--- config.mk ---
export PLATFORM = sky130hd
export DESIGN_NAME = bpa_ctrl
export DESIGN_NICKNAME = d
export VERILOG_FILES = /design/src/rtl/bpa_pkg.sv /design/src/rtl/bpa_ctrl.sv
export SDC_FILE = /design/constraint.sdc
export NUM_CORES = 2
export LEC_CHECK = 0
export BUFFER_PORTS_ARGS = -buffer_cell sky130_fd_sc_hd__buf_2
export CORE_AREA = 3 3 296 298
export CTS_BUF_LIST = sky130_fd_sc_hd__clkbuf_8
export CTS_CLUSTER_SIZE = 30
export DETAILED_ROUTE_END_ITERATION = 8
export DIE_AREA = 0 0 299 301
export SLEW_MARGIN = 10
export SYNTH_ARGS = -nofsm -noshare
export SYNTH_HDL_FRONTEND = slang
export SYNTH_SLANG_ARGS = --single-unit
--- constraint.sdc ---
create_clock -name clk -period 22.6 [get_ports clk]
set_clock_uncertainty 0.15 [all_clocks]
set_input_delay 6.78 -clock clk [delete_from_list [all_inputs] [get_ports clk]]
set_output_delay 6.78 -clock clk [all_outputs]
set_load 0.005 [all_outputs]
--- src/rtl/bpa_pkg.sv ---
// ----------------------------------------------------------------------------
// bpa_pkg
// Shared types, constants and region mapping functions of the page allocator.
// ----------------------------------------------------------------------------
package bpa_pkg;

    localparam int PAGES     = 16384;
    localparam int REGIONS   = 4;
    localparam int WORD_BITS = 32;
    localparam int WORDS     = (PAGES + WORD_BITS - 1) / WORD_BITS;
    localparam int WORD_AW   = $clog2(WORDS);
    localparam int BIT_W     = $clog2(WORD_BITS);
    localparam int IDX_W     = $clog2(PAGES);
    localparam int CNT_W     = 15;
    localparam int FRAME_W   = 20;
    localparam int CUM_W     = CNT_W + 2;
    localparam int CFG_W     = 20;
    localparam int CFG_AW    = 3;

    localparam logic [CNT_W-1:0]   COUNT_MAX   = 15'h7FFF;
    localparam logic [CNT_W-1:0]   COUNT_RESET = 15'd16384;
    localparam logic [FRAME_W-1:0] BASE0_RESET = 20'd256;
    localparam logic [CNT_W-1:0]   PAGES0_RESET = 15'd16384;

    typedef enum logic [1:0] {
        REQ_ALLOC_ONE = 2'd0,
        REQ_ALLOC_RUN = 2'd1,
        REQ_FREE      = 2'd2,
        REQ_QUERY     = 2'd3
    } req_t;

    typedef enum logic [1:0] {
        ST_DONE      = 2'd0,
        ST_NO_SPACE  = 2'd1,
        ST_ZERO_CNT  = 2'd2,
        ST_UNUSED    = 2'd3
    } status_t;

    typedef enum logic [3:0] {
        S_INIT,
        S_IDLE,
        S_SCAN_RD,
        S_SCAN_BIT,
        S_CLR_RD,
        S_CLR_WR,
        S_FREE_CALC,
        S_FREE_RD,
        S_FREE_WR,
        S_DONE
    } state_t;

    typedef struct packed {
        logic [REGIONS-1:0][FRAME_W-1:0] base;
        logic [REGIONS-1:0][CNT_W-1:0]   pages;
    } regions_t;

    // region 0 only, all other regions absent
    localparam regions_t REGIONS_RESET = {{((REGIONS-1)*FRAME_W){1'b0}}, BASE0_RESET,
                                          {((REGIONS-1)*CNT_W){1'b0}}, PAGES0_RESET};

    typedef struct packed {
        logic                 re;
        logic                 we;
        logic [WORD_AW-1:0]   addr;
        logic [WORD_BITS-1:0] wdata;
    } mem_req_t;

    typedef struct packed {
        logic             hit;
        logic [CUM_W-1:0] idx;
    } idx_hit_t;

    function automatic logic [CNT_W:0] mapped_span(input regions_t rg);
        logic [CUM_W-1:0] sum;
        sum = '0;
        for (int r = 0; r < REGIONS; r++)
            sum = sum + CUM_W'(rg.pages[r]);
        if (sum > CUM_W'(PAGES))
            sum = CUM_W'(PAGES);
        return sum[CNT_W:0];
    endfunction

    function automatic logic [FRAME_W-1:0] idx_to_frame(input regions_t rg,
                                                        input logic [IDX_W-1:0] idx);
        logic [CUM_W-1:0]   cum;
        logic [CUM_W-1:0]   ix;
        logic [CUM_W-1:0]   off;
        logic [FRAME_W-1:0] f;
        logic               found;
        cum   = '0;
        ix    = CUM_W'(idx);
        f     = '0;
        found = 1'b0;
        off   = '0;
        for (int r = 0; r < REGIONS; r++) begin
            if (!found && ix >= cum && ix < cum + CUM_W'(rg.pages[r])) begin
                off   = ix - cum;
                f     = rg.base[r] + FRAME_W'(off);
                found = 1'b1;
            end
            cum = cum + CUM_W'(rg.pages[r]);
        end
        return f;
    endfunction

    function automatic idx_hit_t frame_to_idx(input regions_t rg,
                                              input logic [FRAME_W-1:0] frame);
        logic [CUM_W-1:0]   cum;
        logic [FRAME_W:0]   lim;
        idx_hit_t           res;
        cum = '0;
        res = '0;
        for (int r = 0; r < REGIONS; r++) begin
            lim = {1'b0, rg.base[r]} + (FRAME_W+1)'(rg.pages[r]);
            if (!res.hit && frame >= rg.base[r] && {1'b0, frame} < lim) begin
                res.hit = 1'b1;
                res.idx = cum + CUM_W'(frame - rg.base[r]);
            end
            cum = cum + CUM_W'(rg.pages[r]);
        end
        return res;
    endfunction

endpackage

--- src/rtl/bpa_ctrl.sv ---
// ----------------------------------------------------------------------------
// bpa_ctrl
// Request sequencer: bitmap init sweep, bit-serial run scan, word-wise clear
// of an allocated run, and page-by-page free.
// ----------------------------------------------------------------------------
module bpa_ctrl (
    input  logic                          clk,
    input  logic                          rst_n,
    input  bpa_pkg::regions_t             regions,
    input  logic                          in_valid,
    output logic                          in_ready,
    input  logic [1:0]                    req_type,
    input  logic [bpa_pkg::CNT_W-1:0]     page_count,
    input  logic [31:0]                   byte_address,
    output logic                          out_valid,
    input  logic                          out_ready,
    output logic [1:0]                    status,
    output logic [bpa_pkg::FRAME_W-1:0]   start_frame,
    output logic [bpa_pkg::CNT_W-1:0]     avail_count,
    output bpa_pkg::mem_req_t             mem_req,
    input  logic [bpa_pkg::WORD_BITS-1:0] mem_rdata
);

    localparam int IW = bpa_pkg::IDX_W;
    localparam int CW = bpa_pkg::CNT_W;
    localparam int FW = bpa_pkg::FRAME_W;
    localparam int AW = bpa_pkg::WORD_AW;
    localparam int BW = bpa_pkg::BIT_W;
    localparam int WB = bpa_pkg::WORD_BITS;

    bpa_pkg::state_t state_reg, state_next;
    logic [AW-1:0]   init_reg, init_next;
    logic [CW-1:0]   cnt_reg, cnt_next;
    logic [CW-1:0]   scan_reg, scan_next;
    logic [CW-1:0]   run_reg, run_next;
    logic [IW-1:0]   start_reg, start_next;
    logic [IW-1:0]   last_reg, last_next;
    logic [IW-1:0]   idx_reg, idx_next;
    logic [AW-1:0]   cw_reg, cw_next;
    logic [FW-1:0]   fr_reg, fr_next;
    logic [CW-1:0]   fc_reg, fc_next;
    logic [1:0]      status_reg, status_next;
    logic [FW-1:0]   frame_reg, frame_next;

    logic [CW:0]         total;
    logic [IW-1:0]       cand;
    logic [CW-1:0]       run_inc;
    logic [FW-1:0]       cand_frame;
    bpa_pkg::idx_hit_t   fhit;
    logic [BW-1:0]       lo_bit, hi_bit;
    logic [WB-1:0]       clr_mask;

    assign total      = bpa_pkg::mapped_span(regions);
    assign cand       = (run_reg == '0) ? scan_reg[IW-1:0] : start_reg;
    assign run_inc    = run_reg + CW'(1);
    assign cand_frame = bpa_pkg::idx_to_frame(regions, cand);
    assign fhit       = bpa_pkg::frame_to_idx(regions, fr_reg);
    assign lo_bit     = (cw_reg == start_reg[IW-1:BW]) ? start_reg[BW-1:0] : '0;
    assign hi_bit     = (cw_reg == last_reg[IW-1:BW]) ? last_reg[BW-1:0] : '1;
    assign clr_mask   = ({WB{1'b1}} << lo_bit) & ({WB{1'b1}} >> (BW'(WB - 1) - hi_bit));

    always_ff @(posedge clk or negedge rst_n)
    begin
        if (!rst_n)
        begin
            state_reg  <= bpa_pkg::S_INIT;
            init_reg   <= '0;
            fc_reg     <= bpa_pkg::COUNT_RESET;
        end
        else
        begin
            state_reg  <= state_next;
            init_reg   <= init_next;
            fc_reg     <= fc_next;
        end
    end

    always_ff @(posedge clk)
    begin
        cnt_reg    <= cnt_next;
        scan_reg   <= scan_next;
        run_reg    <= run_next;
        start_reg  <= start_next;
        last_reg   <= last_next;
        idx_reg    <= idx_next;
        cw_reg     <= cw_next;
        fr_reg     <= fr_next;
        status_reg <= status_next;
        frame_reg  <= frame_next;
    end

    always_comb
    begin
        state_next  = state_reg;
        init_next   = init_reg;
        cnt_next    = cnt_reg;
        scan_next   = scan_reg;
        run_next    = run_reg;
        start_next  = start_reg;
        last_next   = last_reg;
        idx_next    = idx_reg;
        cw_next     = cw_reg;
        fr_next     = fr_reg;
        fc_next     = fc_reg;
        status_next = status_reg;
        frame_next  = frame_reg;
        mem_req     = '0;
        in_ready    = 1'b0;
        out_valid   = 1'b0;

        unique case (state_reg)
            bpa_pkg::S_INIT:
            begin
                mem_req.we    = 1'b1;
                mem_req.addr  = init_reg;
                mem_req.wdata = '1;
                init_next     = init_reg + AW'(1);
                if (init_reg == AW'(bpa_pkg::WORDS - 1))
                    state_next = bpa_pkg::S_IDLE;
            end
            bpa_pkg::S_IDLE:
            begin
                in_ready = 1'b1;
                if (in_valid)
                begin
                    status_next = bpa_pkg::ST_DONE;
                    frame_next  = '0;
                    scan_next   = '0;
                    run_next    = '0;
                    fr_next     = byte_address[31:12];
                    cnt_next    = page_count;
                    unique case (bpa_pkg::req_t'(req_type))
                        bpa_pkg::REQ_ALLOC_ONE:
                        begin
                            cnt_next   = CW'(1);
                            state_next = bpa_pkg::S_SCAN_RD;
                        end
                        bpa_pkg::REQ_ALLOC_RUN:
                        begin
                            if (page_count == '0)
                            begin
                                status_next = bpa_pkg::ST_ZERO_CNT;
                                state_next  = bpa_pkg::S_DONE;
                            end
                            else
                                state_next = bpa_pkg::S_SCAN_RD;
                        end
                        bpa_pkg::REQ_FREE:
                        begin
                            if (page_count == '0 || byte_address[11:0] != '0)
                                state_next = bpa_pkg::S_DONE;
                            else
                                state_next = bpa_pkg::S_FREE_CALC;
                        end
                        bpa_pkg::REQ_QUERY:
                            state_next = bpa_pkg::S_DONE;
                        default:
                            state_next = bpa_pkg::S_DONE;
                    endcase
                end
            end
            bpa_pkg::S_SCAN_RD:
            begin
                if ({1'b0, scan_reg} >= total)
                begin
                    status_next = bpa_pkg::ST_NO_SPACE;
                    state_next  = bpa_pkg::S_DONE;
                end
                else
                begin
                    mem_req.re   = 1'b1;
                    mem_req.addr = scan_reg[IW-1:BW];
                    state_next   = bpa_pkg::S_SCAN_BIT;
                end
            end
            bpa_pkg::S_SCAN_BIT:
            begin
                if ({1'b0, scan_reg} >= total)
                begin
                    status_next = bpa_pkg::ST_NO_SPACE;
                    state_next  = bpa_pkg::S_DONE;
                end
                else
                begin
                    scan_next = scan_reg + CW'(1);
                    if (scan_reg[BW-1:0] == '1)
                        state_next = bpa_pkg::S_SCAN_RD;
                    if (!mem_rdata[scan_reg[BW-1:0]])
                        run_next = '0;
                    else if (run_inc == cnt_reg)
                    begin
                        if (cand_frame == '0)
                            run_next = '0;
                        else
                        begin
                            frame_next = cand_frame;
                            start_next = cand;
                            last_next  = scan_reg[IW-1:0];
                            cw_next    = cand[IW-1:BW];
                            state_next = bpa_pkg::S_CLR_RD;
                        end
                    end
                    else
                    begin
                        run_next   = run_inc;
                        start_next = cand;
                    end
                end
            end
            bpa_pkg::S_CLR_RD:
            begin
                mem_req.re   = 1'b1;
                mem_req.addr = cw_reg;
                state_next   = bpa_pkg::S_CLR_WR;
            end
            bpa_pkg::S_CLR_WR:
            begin
                mem_req.we    = 1'b1;
                mem_req.addr  = cw_reg;
                mem_req.wdata = mem_rdata & ~clr_mask;
                cw_next       = cw_reg + AW'(1);
                if (cw_reg == last_reg[IW-1:BW])
                begin
                    fc_next    = (fc_reg > cnt_reg) ? fc_reg - cnt_reg : '0;
                    state_next = bpa_pkg::S_DONE;
                end
                else
                    state_next = bpa_pkg::S_CLR_RD;
            end
            bpa_pkg::S_FREE_CALC:
            begin
                if (fhit.hit && fhit.idx < (bpa_pkg::CUM_W)'(total))
                begin
                    idx_next   = fhit.idx[IW-1:0];
                    state_next = bpa_pkg::S_FREE_RD;
                end
                else
                begin
                    fr_next  = fr_reg + FW'(1);
                    cnt_next = cnt_reg - CW'(1);
                    if (cnt_reg == CW'(1))
                        state_next = bpa_pkg::S_DONE;
                end
            end
            bpa_pkg::S_FREE_RD:
            begin
                mem_req.re   = 1'b1;
                mem_req.addr = idx_reg[IW-1:BW];
                state_next   = bpa_pkg::S_FREE_WR;
            end
            bpa_pkg::S_FREE_WR:
            begin
                if (!mem_rdata[idx_reg[BW-1:0]])
                begin
                    mem_req.we    = 1'b1;
                    mem_req.addr  = idx_reg[IW-1:BW];
                    mem_req.wdata = mem_rdata | (WB'(1) << idx_reg[BW-1:0]);
                    if (fc_reg != bpa_pkg::COUNT_MAX)
                        fc_next = fc_reg + CW'(1);
                end
                fr_next  = fr_reg + FW'(1);
                cnt_next = cnt_reg - CW'(1);
                if (cnt_reg == CW'(1))
                    state_next = bpa_pkg::S_DONE;
                else
                    state_next = bpa_pkg::S_FREE_CALC;
            end
            bpa_pkg::S_DONE:
            begin
                out_valid = 1'b1;
                if (out_ready)
                    state_next = bpa_pkg::S_IDLE;
            end
            default:
                state_next = bpa_pkg::S_IDLE;
        endcase
    end

    assign status      = status_reg;
    assign start_frame = frame_reg;
    assign avail_count = fc_reg;

endmodule

# Word-level counts from Yosys, hierarchy flattened
# Cells that the tools add are included.
[totals]
out_inout_bits = 82
input_bits = 225
elab_cells = 237
reg_bits = 166
[classes]
shifts = 3
n_mux = 83
order_cmp = 21
reduce_logical = 47
n_bitwise = 6
eq_ne = 34
add_sub_neg = 30
[op_table]
columns = ["operator", "n"]
rows = [
  ["$mux W20", 11],
  ["$mux W15", 13],
  ["$pmux W32 S3", 1],
  ["$pmux W15 S2", 3],
  ["$add A20 B15 Y21", 4],
  ["$lt A20 B21 Y1", 4],
  ["$ge A20 B20 Y1", 4],
  ["$mux W18", 4],
  ["$sub A17 B17 Y17", 4],
  ["$and A32 B32 Y32", 2],
  ["$add A20 B17 Y20", 3],
  ["$mux W4", 15],
  ["$pmux W20 S3", 1],
  ["$lt A14 B17 Y1", 3],
  ["$add A15 B1 Y15 const B", 3],
  ["$mux W9", 5],
  ["$pmux W15 S3", 1],
  ["$pmux W9 S5", 1],
  ["$mux W14", 3],
  ["$mux W42", 1],
  ["$pmux W20 S2", 1],
  ["$pmux W4 S10", 1],
  ["$ge A14 B17 Y1", 2],
  ["$sub A14 B17 Y17", 2],
  ["67 further kinds", 132],
]

# Logic depth before layout (Yosys ltp)
[depth]
ltp_word = 22
mapped_depth = 38
ltp_nobuf = 37

# Worst setup path after synthesis
# OpenSTA, ideal clock, no wires.
[synth_timing]
path_kind = "input -> output"
startpoint = "input port regions[0] (netlist bit)"
endpoint = "output port mem_req[32] (netlist bit)"
cell_stages = 35
arrival_ns = 14.133
slack_ns = 1.537
path_cell_list = "ha_1 inv_1 fa_1 nor2b_1 o2111ai_1 nand3b_1 xor2_1 ha_1 buf_2 a2111oi_2 o21ai_1 a21boi_0 o21ai_0 xor2_1 ha_1 or2_0 o311ai_0 a32oi_1 a211o_1 o32ai_2 o32a_1 clkbuf_1 and2_1 ha_1 nand2b_1 a21o_1 a21o_1 a21o_1 a21o_1 a21o_1 a21oi_1 o21ai_0 a221oi_1 nand3_1 o21ai_0"
[synth_lines]
columns = ["item", "line", "text"]
rows = [
  ["start, declared", "bpa_ctrl.sv:9", "input bpa_pkg::regions_t regions,"],
  ["end, declared", "bpa_ctrl.sv:20", "output bpa_pkg::mem_req_t mem_req,"],
]

==> run_results.csv <==
group,metric,value,unit
run_status,outcome,"completed",
layout,final_layout_size_suffix_gt1_share,11.60,%
placed_design,io_buffer_count,306,
layout,final_util,40.04,%
synth,yosysSeqAreaShare,15.86,%
synth,ys_types,100,
route,drc_errors,0,
layout,num-nets-final,4843,
route,vias,30190,
worst_hold_path,hold_path.class,"reg2reg",
power,leakage,15.16,nW
clock_tree,count_of_hold_fix_buffers_inserted_at_cts,0,
timing,finalCriticalPeriod,22170,ps
critical_path,worstSetupPathType,"in2out",
route,first_iter_violations,2432,
placed_design,placed_cell_area,0.03359,sq mm
synth,synth.ff_latch_count,166,
synth,mappedNetlistArea,0.03056,sq mm
clock_tree,clock_sink_count,166,
global_routing,grt_pass1_vias,28410,
layout,area_growth,11.57,%
critical_path,critical-path-slowest-cell,"ha_1",
critical_path,critical_path_rt,15670,ps
timing,min_period_over_period,98.10,%
route,routed_wire_length,120800,um
timing,worst_slew_margin_rel,23.36,%
global_routing,grt_pass1_wl,176400,um
global_routing,grt_max_degree,54,
synth,synth.avg_cell_area,8.089,sq um
layout,finish.instance_area,0.03410,sq mm
synth,syn-instance-count,3778,
clock_tree,cts-buffers-inserted,17,
run,maxCapViolations,0,
route,route.detailed.vias_per_inst,5.770,
clock_tree,cts_tree,"yes",
route,final_antenna_net_count,0,
floorplanning,die_width,299,um
synth,synth.yosys.warnings,0,
timing,timing.setup.tns,0,ps
route,detail_route.wl_per_cell,23.09,um
placed_design,gp_routability_congestion,0.9737,
critical_path,cpMostUsedCell,"a21o_1",
placed_design,dp_worst_setup_slack,114.7,ps
timing,post-route-worst-setup-slack,428.4,ps
clock_tree,cts.root.buffer_cell,"clkbuf_8",
synth,yosys_most_used_dff,"edfxtp_1",
floorplanning,initial_utilization,35.89,%
critical_path,startpoint_type,"input pin",
placed_design,place_inst,5189,
clock_tree,cts_buffer_depth,2,
timing,total_of_endpoints_with_negative_setup_slack_in_the_final_report,0,
power,power_density_over_the_cells,128.3,mW/mm^2
floorplanning,core_region_area,0.08515,sq mm
clock_tree,clkSlewWorstSetupHoldPaths,110,ps
power,total_power,4.376,mW
floorplanning,std_cell_rows,107,
global_routing,aggregate_global_routing_overflow,0,
critical_path,worstPathArrival,15240,ps
synth,synth_enable_flop_cells,138,
critical_path,cp-end-kind,"output pin",
critical_path,cp_max_fo,12,
critical_path,cp_slowest_stage_delay,380,ps
timing,hold_slack,361.7,ps
clock_tree,cts_max_level,4,
timing,hold_viol,0,
clock_tree,clkLatencyLatePin,560,ps
power,ir_worst_vdd,85.63,uV
floorplanning,die_y,301,um
synth,syn_nets,4556,
timing,worst_slew_pin_slew,1150,ps
global_routing,groute.usage.overall,25.82,%
route,detail_route.first_pass.iterations,7,
floorplanning,die_area,0.09000,sq mm
timing,rsz0062_at_grt,"false",
floorplanning,num_io_pins,307,
timing,drv_slew,0,
timing,achievable-frequency,45.10,MHz
synth,ys_async_sr_fraction,16.87,%
layout,layoutNonFillerInstCount,5233,
global_routing,antenna_found_initial,22,
placed_design,hpwlAfterDp,102200,um
==> path summary, 6_finish.rpt <==
check | from | slack, ps | endpoint | cells past startpoint
hold reg to reg | init_reg[7] | 360 | init_reg[7] | 1
hold / removal | init_reg[7] | 360 | init_reg[7] | 1
setup reg to reg | run_reg[0] | 13300 | run_reg[11] | 34
setup / recovery | regions[0] | 430 | mem_req[42] | 41
min in group asynchronous | rst_n | 6110 | avail_count[6] | 1
max in group asynchronous | rst_n | 15700 | state_reg[1] | 1
==> cell usage after synthesis, drive strengths merged (10+ instances only) <==
cell type  number  area share, %
a21oi         346            5.7
nand3          86            1.4
a221oi         16           0.46
dfrtp          27            2.2
or3            24           0.49
o31a           14           0.41
a22oi          13           0.35
o21a           54            1.3
o22ai          12           0.25
a21o          111            2.7
xor2          121            3.5
edfxtp        138             14
nor4           36           0.78
a21boi         10           0.25
nand4          53            1.1
nor2          268            3.3
a211o          14           0.40
o21ai         278            4.6
ha            490             20
or2            16           0.33
inv           304            3.7
or4            11           0.29
a2111oi        12           0.41
and2           17           0.35
a31oi          43           0.88
o221ai         10           0.29
a211oi         46            1.1
nor3b          17           0.42
mux4           20            1.5
o211ai         42            1.0
o21bai         48            1.2
nand2b         57            1.2
nor3           88            1.5
nand2         262            3.2
and3           53            1.1
clkbuf         80           0.98
and4           15           0.43
o2111ai        13           0.37
nor2b          45           0.92
xnor2         229            6.6
o31ai          27           0.66
fa             63            4.1
==> routing by layer <==
| metal | share of wire, % | wire length [um] | global-route usage (%) |
|---|---|---|---|
| met3 | 6.2 | 7472 | 3.100 |
| met1 | 42 | 51230 | 32.99 |
| met4 | 4.8 | 5851 | 11.16 |
| met5 | 0.023 | 28 | 0 |
| met2 | 47 | 56230 | 43.86 |
==> repair_timing <==
action / in CTS / in global routing
buffers inserted: 0 / 1
gates resized for setup: 0 / 7
setup endpoints to repair: 0 / 10
==> power breakdown <==
part | total (mW) | switching (mW) | leakage, nW | internal [mW]
logic | 3.53 | 2.17 | 13.3 | 1.36
registers | 0.590 | 0.137 | 1.64 | 0.454
clock network | 0.254 | 0.149 | 0.221 | 0.105
==> placed cells by master (no fill, tap or decap), types with 27 or more instances in the layout <==
cell and n:
a211oi_1 45, a21o_1 111, a21oi_1 344, a31oi_1 43, and3_1 52, buf_2 306, buf_4 51, dfrtp_1 27
edfxtp_1 138, fa_1 63, ha_1 490, inv_1 304, nand2_1 261, nand2b_1 57, nand3_1 85, nand4_1 52
nor2_1 265, nor2b_1 45, nor3_1 87, nor4_1 31, o211ai_1 42, o21a_1 54, o21ai_0 264, o21bai_1 48
o31ai_1 27, xnor2_1 229, xor2_1 120
==> critical path: cells and delay by family <==
kind	cells	cell delay (ps)
buf+inv	6	980
simple gates	8	1510
xor+xnor	2	430
compound gates	20	4070
fa+ha+maj	5	1450
==> cell type report <==
type	instances	area (sq um)
fillers	8873	51050
multi-input cells	3219	24290
flip-flops and latches	166	4846
repair buffers	357	1914
well taps	1144	1431
inverters	304	1141
clock buffers	17	234.0
clock inverters	15	210.2
diodes	11	27.53
==> cell families (layout without fill, tap and decap cells) <==
logic type / after synthesis / after routing / share of synthesized area [%]
AOI/OAI and AO/OA: 1205 / 1205 / 25.42
xor gates and xnor gates: 350 / 350 / 10.03
adders and majority gates: 553 / 553 / 24.19
buffers and inverters: 393 / 693 / 4.876
DFF: 166 / 166 / 15.86
muxes: 36 / 36 / 2.031
other: 1 / 12 / 0.01227
and+or+nand+nor: 1074 / 1074 / 17.59
No activity file was read; power rests on OpenSTA's default activity.
