<file path="config.mk">
export PLATFORM = sky130hd
export DESIGN_NAME = bpa_regs
export DESIGN_NICKNAME = d
export VERILOG_FILES = /design/src/rtl/bpa_pkg.sv /design/src/rtl/bpa_regs.sv
export SDC_FILE = /design/constraint.sdc
export NUM_CORES = 1
export LEC_CHECK = 0
export BUFFER_PORTS_ARGS = -buffer_cell sky130_fd_sc_hd__buf_4
export CAP_MARGIN = 0
export CELL_PAD_IN_SITES_DETAIL_PLACEMENT = 1
export CELL_PAD_IN_SITES_GLOBAL_PLACEMENT = 1
export CORE_MARGIN = 1
export CORE_UTILIZATION = 30
export CTS_BUF_LIST = sky130_fd_sc_hd__clkbuf_8 sky130_fd_sc_hd__clkbuf_16
export DETAILED_ROUTE_END_ITERATION = 10
export GPL_ROUTABILITY_DRIVEN = 0
export HOLD_SLACK_MARGIN = 0.12
export PLACE_DENSITY = 0.63
export SKIP_LAST_GASP = 1
export SLEW_MARGIN = 20
export SYNTH_ARGS = -nofsm -noshare
export SYNTH_HDL_FRONTEND = slang
export SYNTH_SLANG_ARGS = --single-unit
</file>
<file path="constraint.sdc">
create_clock -name clk -period 2.2 [get_ports clk]
set_input_delay 0.33 -clock clk [delete_from_list [all_inputs] [get_ports clk]]
set_output_delay 0.33 -clock clk [all_outputs]
set_load 0.1 [all_outputs]
</file>
<file path="src/rtl/bpa_pkg.sv">
// ----------------------------------------------------------------------------
// bpa_pkg
// Shared types, constants and region mapping functions of the page allocator.
// ----------------------------------------------------------------------------
package bpa_pkg;

    localparam int PAGES     = 16384;
    localparam int REGIONS   = 4;
    localparam int WORD_BITS = 32;
    localparam int WORDS     = (PAGES + WORD_BITS - 1) / WORD_BITS;
    localparam int WORD_AW   = $clog2(WORDS);
    localparam int BIT_W     = $clog2(WORD_BITS);
    localparam int IDX_W     = $clog2(PAGES);
    localparam int CNT_W     = 15;
    localparam int FRAME_W   = 20;
    localparam int CUM_W     = CNT_W + 2;
    localparam int CFG_W     = 20;
    localparam int CFG_AW    = 3;

    localparam logic [CNT_W-1:0]   COUNT_MAX   = 15'h7FFF;
    localparam logic [CNT_W-1:0]   COUNT_RESET = 15'd16384;
    localparam logic [FRAME_W-1:0] BASE0_RESET = 20'd256;
    localparam logic [CNT_W-1:0]   PAGES0_RESET = 15'd16384;

    typedef enum logic [1:0] {
        REQ_ALLOC_ONE = 2'd0,
        REQ_ALLOC_RUN = 2'd1,
        REQ_FREE      = 2'd2,
        REQ_QUERY     = 2'd3
    } req_t;

    typedef enum logic [1:0] {
        ST_DONE      = 2'd0,
        ST_NO_SPACE  = 2'd1,
        ST_ZERO_CNT  = 2'd2,
        ST_UNUSED    = 2'd3
    } status_t;

    typedef enum logic [3:0] {
        S_INIT,
        S_IDLE,
        S_SCAN_RD,
        S_SCAN_BIT,
        S_CLR_RD,
        S_CLR_WR,
        S_FREE_CALC,
        S_FREE_RD,
        S_FREE_WR,
        S_DONE
    } state_t;

    typedef struct packed {
        logic [REGIONS-1:0][FRAME_W-1:0] base;
        logic [REGIONS-1:0][CNT_W-1:0]   pages;
    } regions_t;

    // region 0 only, all other regions absent
    localparam regions_t REGIONS_RESET = {{((REGIONS-1)*FRAME_W){1'b0}}, BASE0_RESET,
                                          {((REGIONS-1)*CNT_W){1'b0}}, PAGES0_RESET};

    typedef struct packed {
        logic                 re;
        logic                 we;
        logic [WORD_AW-1:0]   addr;
        logic [WORD_BITS-1:0] wdata;
    } mem_req_t;

    typedef struct packed {
        logic             hit;
        logic [CUM_W-1:0] idx;
    } idx_hit_t;

    function automatic logic [CNT_W:0] mapped_span(input regions_t rg);
        logic [CUM_W-1:0] sum;
        sum = '0;
        for (int r = 0; r < REGIONS; r++)
            sum = sum + CUM_W'(rg.pages[r]);
        if (sum > CUM_W'(PAGES))
            sum = CUM_W'(PAGES);
        return sum[CNT_W:0];
    endfunction

    function automatic logic [FRAME_W-1:0] idx_to_frame(input regions_t rg,
                                                        input logic [IDX_W-1:0] idx);
        logic [CUM_W-1:0]   cum;
        logic [CUM_W-1:0]   ix;
        logic [CUM_W-1:0]   off;
        logic [FRAME_W-1:0] f;
        logic               found;
        cum   = '0;
        ix    = CUM_W'(idx);
        f     = '0;
        found = 1'b0;
        off   = '0;
        for (int r = 0; r < REGIONS; r++) begin
            if (!found && ix >= cum && ix < cum + CUM_W'(rg.pages[r])) begin
                off   = ix - cum;
                f     = rg.base[r] + FRAME_W'(off);
                found = 1'b1;
            end
            cum = cum + CUM_W'(rg.pages[r]);
        end
        return f;
    endfunction

    function automatic idx_hit_t frame_to_idx(input regions_t rg,
                                              input logic [FRAME_W-1:0] frame);
        logic [CUM_W-1:0]   cum;
        logic [FRAME_W:0]   lim;
        idx_hit_t           res;
        cum = '0;
        res = '0;
        for (int r = 0; r < REGIONS; r++) begin
            lim = {1'b0, rg.base[r]} + (FRAME_W+1)'(rg.pages[r]);
            if (!res.hit && frame >= rg.base[r] && {1'b0, frame} < lim) begin
                res.hit = 1'b1;
                res.idx = cum + CUM_W'(frame - rg.base[r]);
            end
            cum = cum + CUM_W'(rg.pages[r]);
        end
        return res;
    endfunction

endpackage

</file>
<file path="src/rtl/bpa_regs.sv">
// ----------------------------------------------------------------------------
// bpa_regs
// Region configuration registers: base frame and page count of each region.
// ----------------------------------------------------------------------------
module bpa_regs (
    input  logic                       clk,
    input  logic                       rst_n,
    input  logic                       cfg_we,
    input  logic [bpa_pkg::CFG_AW-1:0] cfg_index,
    input  logic [bpa_pkg::CFG_W-1:0]  cfg_data,
    output bpa_pkg::regions_t          regions
);

    bpa_pkg::regions_t regions_reg;

    always_ff @(posedge clk or negedge rst_n)
    begin
        if (!rst_n)
        begin
            regions_reg <= bpa_pkg::REGIONS_RESET;
        end
        else if (cfg_we)
        begin
            if (cfg_index[0] == 1'b0)
                regions_reg.base[cfg_index[bpa_pkg::CFG_AW-1:1]] <=
                    cfg_data[bpa_pkg::FRAME_W-1:0];
            else
                regions_reg.pages[cfg_index[bpa_pkg::CFG_AW-1:1]] <=
                    cfg_data[bpa_pkg::CNT_W-1:0];
        end
    end

    assign regions = regions_reg;

endmodule

</file>
After elaboration in Yosys (flattened, before gate mapping) --
Index checks and enable logic that the tools add are counted.
Word-level totals: flip-flop bits (word level) 140, bits of input ports 26, output and inout port bits 140, logic and storage cells 20
Cells by class: order comparisons 2, multiplexer cells 6, bitwise gates (word level) 1, reduce and logical (&&, ||, !) cells 3
Operators with widths (number):
- bitwise mux 80 bit | 1
- bitwise mux 60 bit | 1
- demux 20 bit (select 2 bit) | 1
- demux 15 bit (select 2 bit) | 1
- 2-to-1 mux 20 bit | 1
- 2-to-1 mux 15 bit | 1
- AND reduction 2 bit | 2
- less-than comparator 2 x 3 -> 1 bit, second input constant | 1
- greater-or-equal comparator 2 x 1 -> 1 bit, second input constant | 1
- logical AND 1 bit | 1
- NOT 1 bit | 1

Longest topological paths before layout --
Gate-level depths: netlist of run 1.
depth in word-level cells 5, depth in mapped cells 5, gate-level depth less buffers 2

Least setup slack after synthesis of run 1 --
No wires, ideal clock.
path kind input-to-reg, start input cfg_index[0] (netlist bit), end register regions_reg, in the netlist regions[60], setup time 0.125 ns, data arrival time 1.291 ns, required time 2.075 ns, path slack 0.784 ns, stages 4, path buffers 2, cells stage by stage buf_4 -> nor4b_4 -> buf_4 -> mux2_2
On the way: cells in the longest elaborated chain, start to end 2
Ends and longest elaborated chain:
- start, declared | line bpa_regs.sv:9 | input logic [bpa_pkg::CFG_AW-1:0] cfg_index,
- NOT 1 bit (no line)
- AND reduction 2 bit (no line)
- end signal, assigned | line bpa_regs.sv:20 | regions_reg <= bpa_pkg::REGIONS_RESET;
- end, declared | line bpa_regs.sv:14 | bpa_pkg::regions_t regions_reg;
Every way passes these cells. A chain may end at the register's enable or synchronous reset.

Final worst setup path of run 1 --
start register regions_reg, in the netlist regions[14], end output regions[14] (netlist bit)
RTL lines:
- end, declared | line bpa_regs.sv:11 | output bpa_pkg::regions_t regions
No word-level cell between the ends.

==> results of run 1 <==
[metal layers]
metal / part of all wire [%] / wire length, um
met2: 49 / 6550
met3: 5.8 / 772
met4: 1.1 / 148
met1: 44 / 5900
met5: 0 / 0
[logic make-up (layout without fill, tap and decap cells)]
kind of cell,after synthesis,count (layout),synth area share (%)
buf+inv,17,208,2.64
flops,140,140,65.0
mux,140,140,29.9
simple gates,8,8,2.41
[synth_stat cells]
cell type	n
sky130_fd_sc_hd__dfstp_2	2
sky130_fd_sc_hd__nand4_2	1
sky130_fd_sc_hd__nand4b_4	2
sky130_fd_sc_hd__buf_4	7
sky130_fd_sc_hd__and4bb_2	2
sky130_fd_sc_hd__buf_12	1
sky130_fd_sc_hd__buf_6	4
sky130_fd_sc_hd__nor4b_4	1
sky130_fd_sc_hd__mux2_4	10
sky130_fd_sc_hd__mux2_1	1
sky130_fd_sc_hd__buf_2	5
sky130_fd_sc_hd__nand4b_1	1
sky130_fd_sc_hd__and4bb_1	1
sky130_fd_sc_hd__dfrtp_1	138
sky130_fd_sc_hd__mux2_2	129
[metrics by stage]
step           setup slack (ns)  hold WS (ns)  std cells  util, %  cell area [um^2]
2_1_floorplan             0.784        0.0344        305        -              5390
3_3_place_gp              0.570         0.360        689     39.4              6870
3_5_place_dp              0.521         0.360        689     39.4              6870
4_1_cts                   0.610         0.158        721     42.6              7420
5_1_grt                   0.598         0.161        721     42.6              7420
6_report                  0.639         0.181        721     42.6              7420
[how the worst max path moves through the flow]
stage,end,start,slack [ns]
floorplan,regions[60],cfg_index[0],0.78
detailed placement,regions[72],cfg_index[0],0.52
finish,regions[14],regions[14],0.64
CTS,regions[14],regions[14],0.61
global route,regions[14],regions[14],0.60
global placement,regions[72],cfg_index[0],0.57
[cell type report]
class	count	area [um^2]	share of cell area [%]
flip-flops and latches	140	3510	47.3
well taps	225	282	3.80
clock inverters	12	85.1	1.15
clock buffers	19	453	6.11
multi-input cells	148	1740	23.5
repair buffers	177	1350	18.2
[what timing repair did]
action,in CTS,in global routing
hold buffers,1,0
resized for setup,0,0
hold endpoints to repair,55,0
==> impl_metrics.env, run 1 <==
export IMPL_status="completed"
export IMPL_detailed_place_hpwl_um=9230
export IMPL_clock_insertion_delay_worst_skew_ns=0.40
export IMPL_normalized_max_slew_margin_pct=56.3
export IMPL_yosysSeqAreaShare_pct=65.0
export IMPL_synth_cell_area_um2=5390
export IMPL_finalCriticalPeriod_ns=1.56
export IMPL_period_share_pct=70.9
export IMPL_vias=3257
export IMPL_worst_endpoint_arrival_ns=1.23
export IMPL_vertical_die_dimension_um=136
export IMPL_fillers=1794
export IMPL_antenna_cells=0
export IMPL_critPathBufInv=1
export IMPL_clockBufferDepth=2
export IMPL_drt_drc_violations_left=0
export IMPL_worstHoldEndpoint="regions[136]"
export IMPL_syn_area_per_cell_um2=17.7
export IMPL_number_of_storage_elements_in_the_synthesis_netlist=140
export IMPL_globalRouteMet2Util_pct=24.5
export IMPL_cp_depth=1
export IMPL_cts_sinks=140
export IMPL_worst_r2r_start="regions[46]"
export IMPL_mostFrequentLayoutCell="sky130_fd_sc_hd__buf_4"
export IMPL_yosys_area_top_type="sky130_fd_sc_hd__dfrtp_1"
export IMPL_final_setup_tns_ns=0
export IMPL_timing_reg2reg_setup_slack_ns=1.41
export IMPL_globalRouteMet1Util_pct=20.0
export IMPL_grt_overflow_total=0
export IMPL_groute_usage_overall_pct=15.4
export IMPL_clockRootBuffer="sky130_fd_sc_hd__clkbuf_16"
export IMPL_fin_worst_skew_ns=0
export IMPL_grt_met3_usage_pct=4.81
export IMPL_grt_antenna_before_repair=0
export IMPL_numPortBuffers=165
export IMPL_numCtsBuffers=17
export IMPL_type_of_origin_of_the_critical_path="flop"
export IMPL_grt_start_max_net_pins=63
export IMPL_clock_tree_from_tritoncts="yes"
export IMPL_die_area_um2=18500
export IMPL_synth_warning_count=0
export IMPL_count_of_max_cap_constraint_violations=0
export IMPL_clk_transition_reported_paths_ns=0.06
export IMPL_design_final_nets=510
export IMPL_row_count=48
export IMPL_detailedRoute_firstPassIterationCount=4
export IMPL_grt_busiest_layer="met2"
export IMPL_finalHoldViolations=0
export IMPL_drtAntennaViolNets=0
export IMPL_global_route_wire_length_before_repair_um=21000
export IMPL_chipWidth_um=136
export IMPL_number_of_nets_in_the_synthesized_netlist=331
export IMPL_cts_setup_buffers=0
export IMPL_areaGrowthSynthToFinish_pct=37.5
export IMPL_floorplan_initialDensity_pct=31.0
export IMPL_post_route_cells_drive_above_1_share_pct=70.4
export IMPL_max_freq_mhz=641
export IMPL_routed_wl_um=13400
export IMPL_worst_hold_path_num_cells=2
export IMPL_post_synth_main_area_contributors="sky130_fd_sc_hd__dfrtp_1 64%, sky130_fd_sc_hd__mux2_2 27%, sky130_fd_sc_hd__mux2_4 2.8%"
export IMPL_via_count_of_the_first_global_routing_pass=3533
export IMPL_critical_path_max_stage_delay_ns=0.53
export IMPL_core_um2=17400
export IMPL_synth_lib_cells_used_distinct=15
export IMPL_largest_register_ff_count=140
export IMPL_route_detailed_wl_per_inst_um=18.5
export IMPL_cts_htree_levels=4
export IMPL_io_pins=166
export IMPL_mostFrequentLayoutCells="174 x sky130_fd_sc_hd__buf_4, 138 x sky130_fd_sc_hd__dfrtp_1, 129 x sky130_fd_sc_hd__mux2_2"
export IMPL_required_ns=1.87
export IMPL_worstMarginPinSlew_ns=0.654
export IMPL_hp_start="cfg_data[16]"
export IMPL_yosysTopAreaCellShare_pct=64.0
export IMPL_grt_setup_unrepaired="false"
export IMPL_finish_stage_setup_viols=0
export IMPL_critPathSlowestCell="sky130_fd_sc_hd__dfstp_2"
export IMPL_finalMaxSlewViolations=0
export IMPL_synthesis_instances=305
export IMPL_maximum_fanout_count_along_the_critical_path=2
export IMPL_criticalPathCategory="reg -> out"
export IMPL_timing_critical_path_to_type="primary output"
export IMPL_cp_top_family="flip-flops"
export IMPL_endpoint_of_the_worst_register_to_register_path="regions[46]"
export IMPL_timing_reg2reg_worst_path_depth=1
export IMPL_route_detailed_vias_per_inst=4.52
export IMPL_min_path_type="in -> reg"
export IMPL_drt_first_iter_violations=74
export IMPL_cp_cell_sequence="buf_4"
Power of run 1 is left out: the tool's default activity adds up to more than one toggle a clock period on the data nets, which glitch-free logic cannot reach.
==> run 2, diff against run 1 <==
--- a/config.mk
+++ b/config.mk
@@ -5,6 +5,7 @@
 export SDC_FILE = /design/constraint.sdc
 export NUM_CORES = 1
 export LEC_CHECK = 0
+export ABC_AREA = 1
 export BUFFER_PORTS_ARGS = -buffer_cell sky130_fd_sc_hd__buf_4
 export CAP_MARGIN = 0
 export CELL_PAD_IN_SITES_DETAIL_PLACEMENT = 1
@@ -15,7 +16,7 @@
 export DETAILED_ROUTE_END_ITERATION = 10
 export GPL_ROUTABILITY_DRIVEN = 0
 export HOLD_SLACK_MARGIN = 0.12
-export PLACE_DENSITY = 0.63
+export PLACE_DENSITY = 0.71
 export SKIP_LAST_GASP = 1
 export SLEW_MARGIN = 20
 export SYNTH_ARGS = -nofsm -noshare
==> constraint.sdc (replaced) <==
create_clock -name clk -period 1.3 [get_ports clk]
set_input_delay 0.195 -clock clk [delete_from_list [all_inputs] [get_ports clk]]
set_output_delay 0.195 -clock clk [all_outputs]
set_load 0.1 [all_outputs]
==> impl_metrics.env, run 2 <==
export IMPL_finish_stage_setup_viols=2
export IMPL_detailed_place_hpwl_um=13000
export IMPL_p_sw_share_pct=48.2
export IMPL_ir_worst_vdd_uv=1290
export IMPL_required_ns=1.11
export IMPL_number_of_nets_in_the_synthesized_netlist=659
export IMPL_mostFrequentLayoutCell="sky130_fd_sc_hd__nand2_1"
export IMPL_grt_antenna_before_repair=0
export IMPL_drt_first_iter_violations=279
export IMPL_synthesis_instances=633
export IMPL_final_critical_path_setup_slack_ns=-0.0489
export IMPL_post_synth_top_count_cell="sky130_fd_sc_hd__nand2_1"
export IMPL_synthArstFlopShare_pct=100
export IMPL_count_of_max_cap_constraint_violations=0
export IMPL_route_detailed_wl_per_inst_um=17.9
export IMPL_finalHoldViolations=0
export IMPL_grt_overflow_total=0
export IMPL_cp_depth=1
export IMPL_grt_setup_unrepaired="true"
export IMPL_clockRootBuffer="sky130_fd_sc_hd__clkbuf_16"
export IMPL_synth_top_cells_by_count="326 x sky130_fd_sc_hd__nand2_1, 138 x sky130_fd_sc_hd__dfrtp_1, 105 x sky130_fd_sc_hd__nand3_1"
export IMPL_finalMaxSlewViolations=0
export IMPL_layout_area_seq_um2=3510
export IMPL_clockBufferDepth=2
export IMPL_syn_area_per_cell_um2=8.77
export IMPL_numPortBuffers=165
export IMPL_fin_worst_skew_ns=0
export IMPL_multiInputGateArea_um2=1800
export IMPL_critPathBufInv=1
export IMPL_synth_cell_area_um2=5550
export IMPL_final_setup_tns_ns=-0.0943
export IMPL_yosysTopAreaCellShare_pct=62.2
export IMPL_yosysSeqAreaShare_pct=63.1
export IMPL_placed_cells=1008
export IMPL_critPathSlowestCell="sky130_fd_sc_hd__dfstp_2"
export IMPL_synth_lib_cells_used_distinct=12
export IMPL_p_clk_share_pct=26.2
export IMPL_power_sequential_fraction_pct=28.5
export IMPL_row_count=49
export IMPL_cts_setup_buffers=0
export IMPL_vias=4921
export IMPL_fin_util_pct=47.2
export IMPL_period_share_pct=104
export IMPL_io_pins=166
export IMPL_groute_usage_overall_pct=20.8
export IMPL_max_freq_mhz=741
export IMPL_maximum_fanout_count_along_the_critical_path=2
export IMPL_design_power_total_w=0.0206
export IMPL_chipWidth_um=138
export IMPL_cp_cell_sequence="buf_12"
export IMPL_synth_warning_count=0
export IMPL_largest_register_ff_count=140
export IMPL_worst_r2r_start="regions[68]"
export IMPL_worstMarginPinSlew_ns=0.744
export IMPL_antenna_cells=0
export IMPL_detailedRoute_firstPassIterationCount=4
export IMPL_synth_edff_count=0
export IMPL_timing_reg2reg_setup_slack_ns=0.53
export IMPL_finalCriticalPeriod_ns=1.35
export IMPL_violations="negative setup slack"
export IMPL_grt_start_max_net_pins=37
export IMPL_worstSetupStartpoint="regions[68]"
export IMPL_endpoint_of_the_worst_register_to_register_path="regions[68]"
export IMPL_clk_transition_reported_paths_ns=0.06
export IMPL_cp_top_family="flip-flops"
export IMPL_fillers=2082
export IMPL_cts_sinks=140
export IMPL_normalized_max_slew_margin_pct=50.4
export IMPL_clock_tree_from_tritoncts="yes"
export IMPL_type_of_origin_of_the_critical_path="flop"
export IMPL_number_of_storage_elements_in_the_synthesis_netlist=140
export IMPL_critical_path_max_stage_delay_ns=0.56
export IMPL_core_um2=18000
export IMPL_worst_endpoint_arrival_ns=1.15
export IMPL_min_path_type="in -> async"
export IMPL_mostFrequentLayoutCells="326 x sky130_fd_sc_hd__nand2_1, 137 x sky130_fd_sc_hd__dfrtp_1, 105 x sky130_fd_sc_hd__nand3_1, 105 x sky130_fd_sc_hd__buf_6, 79 x sky130_fd_sc_hd__buf_4"
export IMPL_power_share_combinational_pct=45.3
export IMPL_vertical_die_dimension_um=138
export IMPL_drt_drc_violations_left=0
export IMPL_status="complete, but fails checks"
export IMPL_post_synth_main_area_contributors="sky130_fd_sc_hd__dfrtp_1 62%, sky130_fd_sc_hd__nand2_1 22%, sky130_fd_sc_hd__nand3_1 9.5%"
export IMPL_p_sw_w=0.00991
export IMPL_numCtsBuffers=17
export IMPL_timing_reg2reg_worst_path_depth=2
export IMPL_power_leakage_nw=4.53
export IMPL_criticalPathCategory="reg -> out"
export IMPL_yosys_area_top_type="sky130_fd_sc_hd__dfrtp_1"
export IMPL_ys_flop_type="sky130_fd_sc_hd__dfrtp_1"
export IMPL_critPathCapture="regions[68]"
export IMPL_clock_insertion_delay_worst_skew_ns=0.42
export IMPL_design_final_nets=846
export IMPL_areaGrowthSynthToFinish_pct=53.2
export IMPL_die_area_um2=19100
export IMPL_cts_htree_levels=4
export IMPL_drtAntennaViolNets=0
export IMPL_timing_critical_path_to_type="primary output"
export IMPL_post_route_cells_drive_above_1_share_pct=28.7
export IMPL_floorplan_initialDensity_pct=30.8
export IMPL_routed_wl_um=19100
export IMPL_stdcell_count=1062
export IMPL_p_int_w=0.0106
export IMPL_via_count_of_the_first_global_routing_pass=5236
export IMPL_global_route_wire_length_before_repair_um=30200
export IMPL_power_per_cell_area_nw_per_um2=2420
export IMPL_route_detailed_vias_per_inst=4.63
-- run 2: cell count changes in the layout (fill, tap and decap cells not counted), sizes merged, moves of 4 or more --
cell / before / now
nand2: 0 / 326
nor2: 0 / 6
buf: 176 / 196
dlygate4sd3: 1 / 22
nand3: 0 / 105
mux2: 140 / 0
bufinv: 1 / 5
-- run 2: kinds of logic after synthesis --
family                 share of synthesized area [%]
AND/OR/NAND/NOR                                 32.3
flip-flops                                      63.1
buffers and inverters                           4.55
-- run 2: worst min-delay path by stage --
stage | slack [ns] | endpoint | cells after the start | startpoint
4_1_cts | 0.24 | regions[53] | 2 | rst_n
3_5_place_dp | 0.12 | regions[53] | 1 | rst_n
3_3_place_gp | 0.12 | regions[51] | 1 | rst_n
6_report | 0.24 | regions[51] | 2 | rst_n
2_1_floorplan | -0.10 | regions[0] | 0 | rst_n
5_1_grt | 0.25 | regions[51] | 2 | rst_n
-- run 2: per-stage QoR --
stage	worst slack [ns]	area (um^2)	hold WS, ns
after detailed placement	-0.0334	7190	0.115
after floorplan	0.144	5550	-0.101
final	-0.0489	8510	0.240
after global placement	0.0272	7190	0.118
after CTS	-0.0703	8220	0.238
after global routing	-0.0802	8510	0.251
-- run 2: layout make-up --
class	count	area share [%]
Timing Repair Buffer	218	26.3
Clock inverter	14	2.54
Tap cell	229	3.37
Multi-Input combinational cell	437	21.2
Inverter	6	0.265
Clock buffer	18	5.16
Sequential cell	140	41.2
-- run 2: what timing repair did --
action / CTS / global route
hold endpoints to repair: 269 / 0
endpoints found under the setup margin: 36 / 76
gates resized for setup: 41 / 76
hold buffers: 22 / 0
pin swaps: 0 / 0
-- run 2: routing by layer --
metal | up-vias | GRT usage, % | wire length, um
li1 | 2352 | - | -
met5 | - | 0 | 0
met1 | 2419 | 26.8 | 8650
met2 | 132 | 34.3 | 9400
met4 | 0 | 6.77 | 223
met3 | 18 | 4.92 | 781
-- run 2: worst register-to-register path, cell delays in order, from the launching register on --
cell and delay [ns]:
sky130_fd_sc_hd__dfstp_2 0.56, sky130_fd_sc_hd__nand2_1 0.07, sky130_fd_sc_hd__nand2_1 0.08
-- run 2: power by group through the flow --
| stage | sequential, W | clock (W) | combinational, W |
|---|---|---|---|
| final | 0.00585 | 0.00539 | 0.00931 |
| after global routing | 0.00596 | 0.00568 | 0.00962 |
| after CTS | 0.00578 | 0.00550 | 0.00906 |
| after detailed placement | 0.00579 | 0 | 0.00884 |
| after global placement | 0.00579 | 0 | 0.00878 |
| after floorplan | 0.0117 | 0 | 0.000817 |
Note: power is estimated with default switching activity, not from simulation.
==> run 3, diff against run 2 <==
--- a/config.mk
+++ b/config.mk
@@ -5,7 +5,6 @@
 export SDC_FILE = /design/constraint.sdc
 export NUM_CORES = 1
 export LEC_CHECK = 0
-export ABC_AREA = 1
 export BUFFER_PORTS_ARGS = -buffer_cell sky130_fd_sc_hd__buf_4
 export CAP_MARGIN = 0
 export CELL_PAD_IN_SITES_DETAIL_PLACEMENT = 1
@@ -16,7 +15,7 @@
 export DETAILED_ROUTE_END_ITERATION = 10
 export GPL_ROUTABILITY_DRIVEN = 0
 export HOLD_SLACK_MARGIN = 0.12
-export PLACE_DENSITY = 0.71
+export PLACE_DENSITY = 0.66
 export SKIP_LAST_GASP = 1
 export SLEW_MARGIN = 20
 export SYNTH_ARGS = -nofsm -noshare
==> impl_metrics.env, run 3 (synthesis gave the netlist of run 1 again) <==
export IMPL_p_int_w=0.0109
export IMPL_finalCriticalPeriod_ns=1.34
export IMPL_max_freq_mhz=748
export IMPL_drt_drc_violations_left=0
export IMPL_critical_path_max_stage_delay_ns=0.55
export IMPL_violations="negative setup slack"
export IMPL_normalized_max_slew_margin_pct=70.0
export IMPL_mostFrequentLayoutCells="138 x sky130_fd_sc_hd__dfrtp_1, 129 x sky130_fd_sc_hd__mux2_2, 117 x sky130_fd_sc_hd__buf_4"
export IMPL_power_per_cell_area_nw_per_um2=2650
export IMPL_layout_area_seq_um2=3510
export IMPL_finalHoldViolations=0
export IMPL_multiInputGateArea_um2=1740
export IMPL_numCtsBuffers=17
export IMPL_clock_insertion_delay_worst_skew_ns=0.42
export IMPL_final_setup_tns_ns=-0.0735
export IMPL_cts_htree_levels=4
export IMPL_largest_register_ff_count=140
export IMPL_cp_top_family="flip-flops"
export IMPL_min_path_type="in -> reg"
export IMPL_criticalPathCategory="reg -> out"
export IMPL_worstHoldEndpoint="regions[44]"
export IMPL_route_detailed_wl_per_inst_um=19.0
export IMPL_p_sw_w=0.0106
export IMPL_design_area_um2=8140
export IMPL_worstMarginPinSlew_ns=0.450
export IMPL_grt_overflow_total=0
export IMPL_hp_start="cfg_index[0]"
export IMPL_floorplan_initialDensity_pct=31.0
export IMPL_status="complete, but fails checks"
export IMPL_worst_r2r_start="regions[10]"
export IMPL_mostFrequentLayoutCell="sky130_fd_sc_hd__dfrtp_1"
export IMPL_period_share_pct=103
export IMPL_antenna_cells=0
export IMPL_power_leakage_nw=3.78
export IMPL_p_clk_share_pct=22.9
export IMPL_drt_first_iter_violations=42
export IMPL_chipWidth_um=136
export IMPL_io_pins=166
export IMPL_die_area_um2=18500
export IMPL_routed_wl_um=14400
export IMPL_worstSetupStartpoint="regions[14]"
export IMPL_maximum_fanout_count_along_the_critical_path=2
export IMPL_endpoint_of_the_worst_register_to_register_path="regions[10]"
export IMPL_power_share_combinational_pct=49.4
export IMPL_design_final_nets=544
export IMPL_critPathSlowestCell="sky130_fd_sc_hd__dfstp_2"
export IMPL_via_count_of_the_first_global_routing_pass=3831
export IMPL_detailedRoute_firstPassIterationCount=4
export IMPL_critPathBufInv=1
export IMPL_timing_reg2reg_worst_path_depth=1
export IMPL_placed_cells=703
export IMPL_design_power_total_w=0.0216
export IMPL_finish_stage_setup_viols=2
export IMPL_drtAntennaViolNets=0
export IMPL_row_count=48
export IMPL_clockBufferDepth=2
export IMPL_cts_setup_buffers=0
export IMPL_worst_endpoint_arrival_ns=1.14
export IMPL_final_critical_path_setup_slack_ns=-0.0374
export IMPL_post_route_cells_drive_above_1_share_pct=68.9
export IMPL_detailed_place_hpwl_um=10200
export IMPL_global_route_wire_length_before_repair_um=22500
export IMPL_route_detailed_vias_per_inst=4.54
export IMPL_worst_hold_path_num_cells=3
export IMPL_fillers=1715
export IMPL_hold_worst_slack_ns=0.242
export IMPL_timing_critical_path_to_type="primary output"
export IMPL_type_of_origin_of_the_critical_path="flop"
export IMPL_postPlaceCellArea_um2=7060
export IMPL_cp_cell_sequence="buf_12"
export IMPL_fin_worst_skew_ns=0
export IMPL_core_um2=17400
export IMPL_timing_reg2reg_setup_slack_ns=0.49
export IMPL_finalMaxSlewViolations=0
export IMPL_vertical_die_dimension_um=136
export IMPL_grt_antenna_before_repair=0
export IMPL_count_of_max_cap_constraint_violations=0
export IMPL_clockRootBuffer="sky130_fd_sc_hd__clkbuf_16"
export IMPL_groute_usage_overall_pct=16.6
export IMPL_power_sequential_fraction_pct=27.7
export IMPL_clk_transition_reported_paths_ns=0.06
export IMPL_areaGrowthSynthToFinish_pct=51.0
export IMPL_grt_setup_unrepaired="true"
export IMPL_clock_tree_from_tritoncts="yes"
export IMPL_cts_sinks=140
export IMPL_stdcell_count=756
export IMPL_required_ns=1.11
export IMPL_ir_worst_vdd_uv=1380
export IMPL_vias=3434
export IMPL_numPortBuffers=165
export IMPL_grt_start_max_net_pins=41
export IMPL_p_sw_share_pct=49.3
## run 3: area by class of cell
class / count / area share, %
clock buffer: 20 / 5.73
multi-input combinational: 148 / 21.4
clock inverter: 12 / 1.81
tap: 225 / 3.46
sequential: 140 / 43.0
timing repair buffer: 211 / 24.5
## run 3: per-stage QoR
step           setup WS [ns]  util, %
2_1_floorplan         0.0185        -
3_3_place_gp         -0.0746     40.5
6_report             -0.0374     46.8
5_1_grt              -0.0843     46.8
4_1_cts              -0.0669     45.6
3_5_place_dp          -0.116     40.5
## run 3: routing by layer
layer	track usage (%)	wire length, um
met3	4.62	794
met2	27.8	7410
met5	0	0
met1	20.4	6040
met4	6.11	155
## run 3: worst max-delay path by stage
stage                  end  slack (ns)  cells past startpoint
2_1_floorplan  regions[60]        0.02                      4
3_3_place_gp   regions[65]       -0.07                      4
3_5_place_dp   regions[94]       -0.12                      4
4_1_cts        regions[14]       -0.07                      1
5_1_grt        regions[14]       -0.08                      1
6_report       regions[14]       -0.04                      1
## run 3: timing repair
| item | in CTS | in global routing |
|---|---|---|
| hold endpoints to repair | 260 | 0 |
| endpoints found under the setup margin | 11 | 55 |
| hold buffers | 21 | 0 |
| resized for setup | 15 | 53 |
## run 3: power groups by stage
stage	sequential [W]	clock, W	combinational (W)
floorplan	0.0130	0	0.000999
global placement	0.00592	0	0.0102
detailed placement	0.00597	0	0.0103
CTS	0.00592	0.00509	0.0105
global route	0.00611	0.00526	0.0109
finish	0.00598	0.00494	0.0106
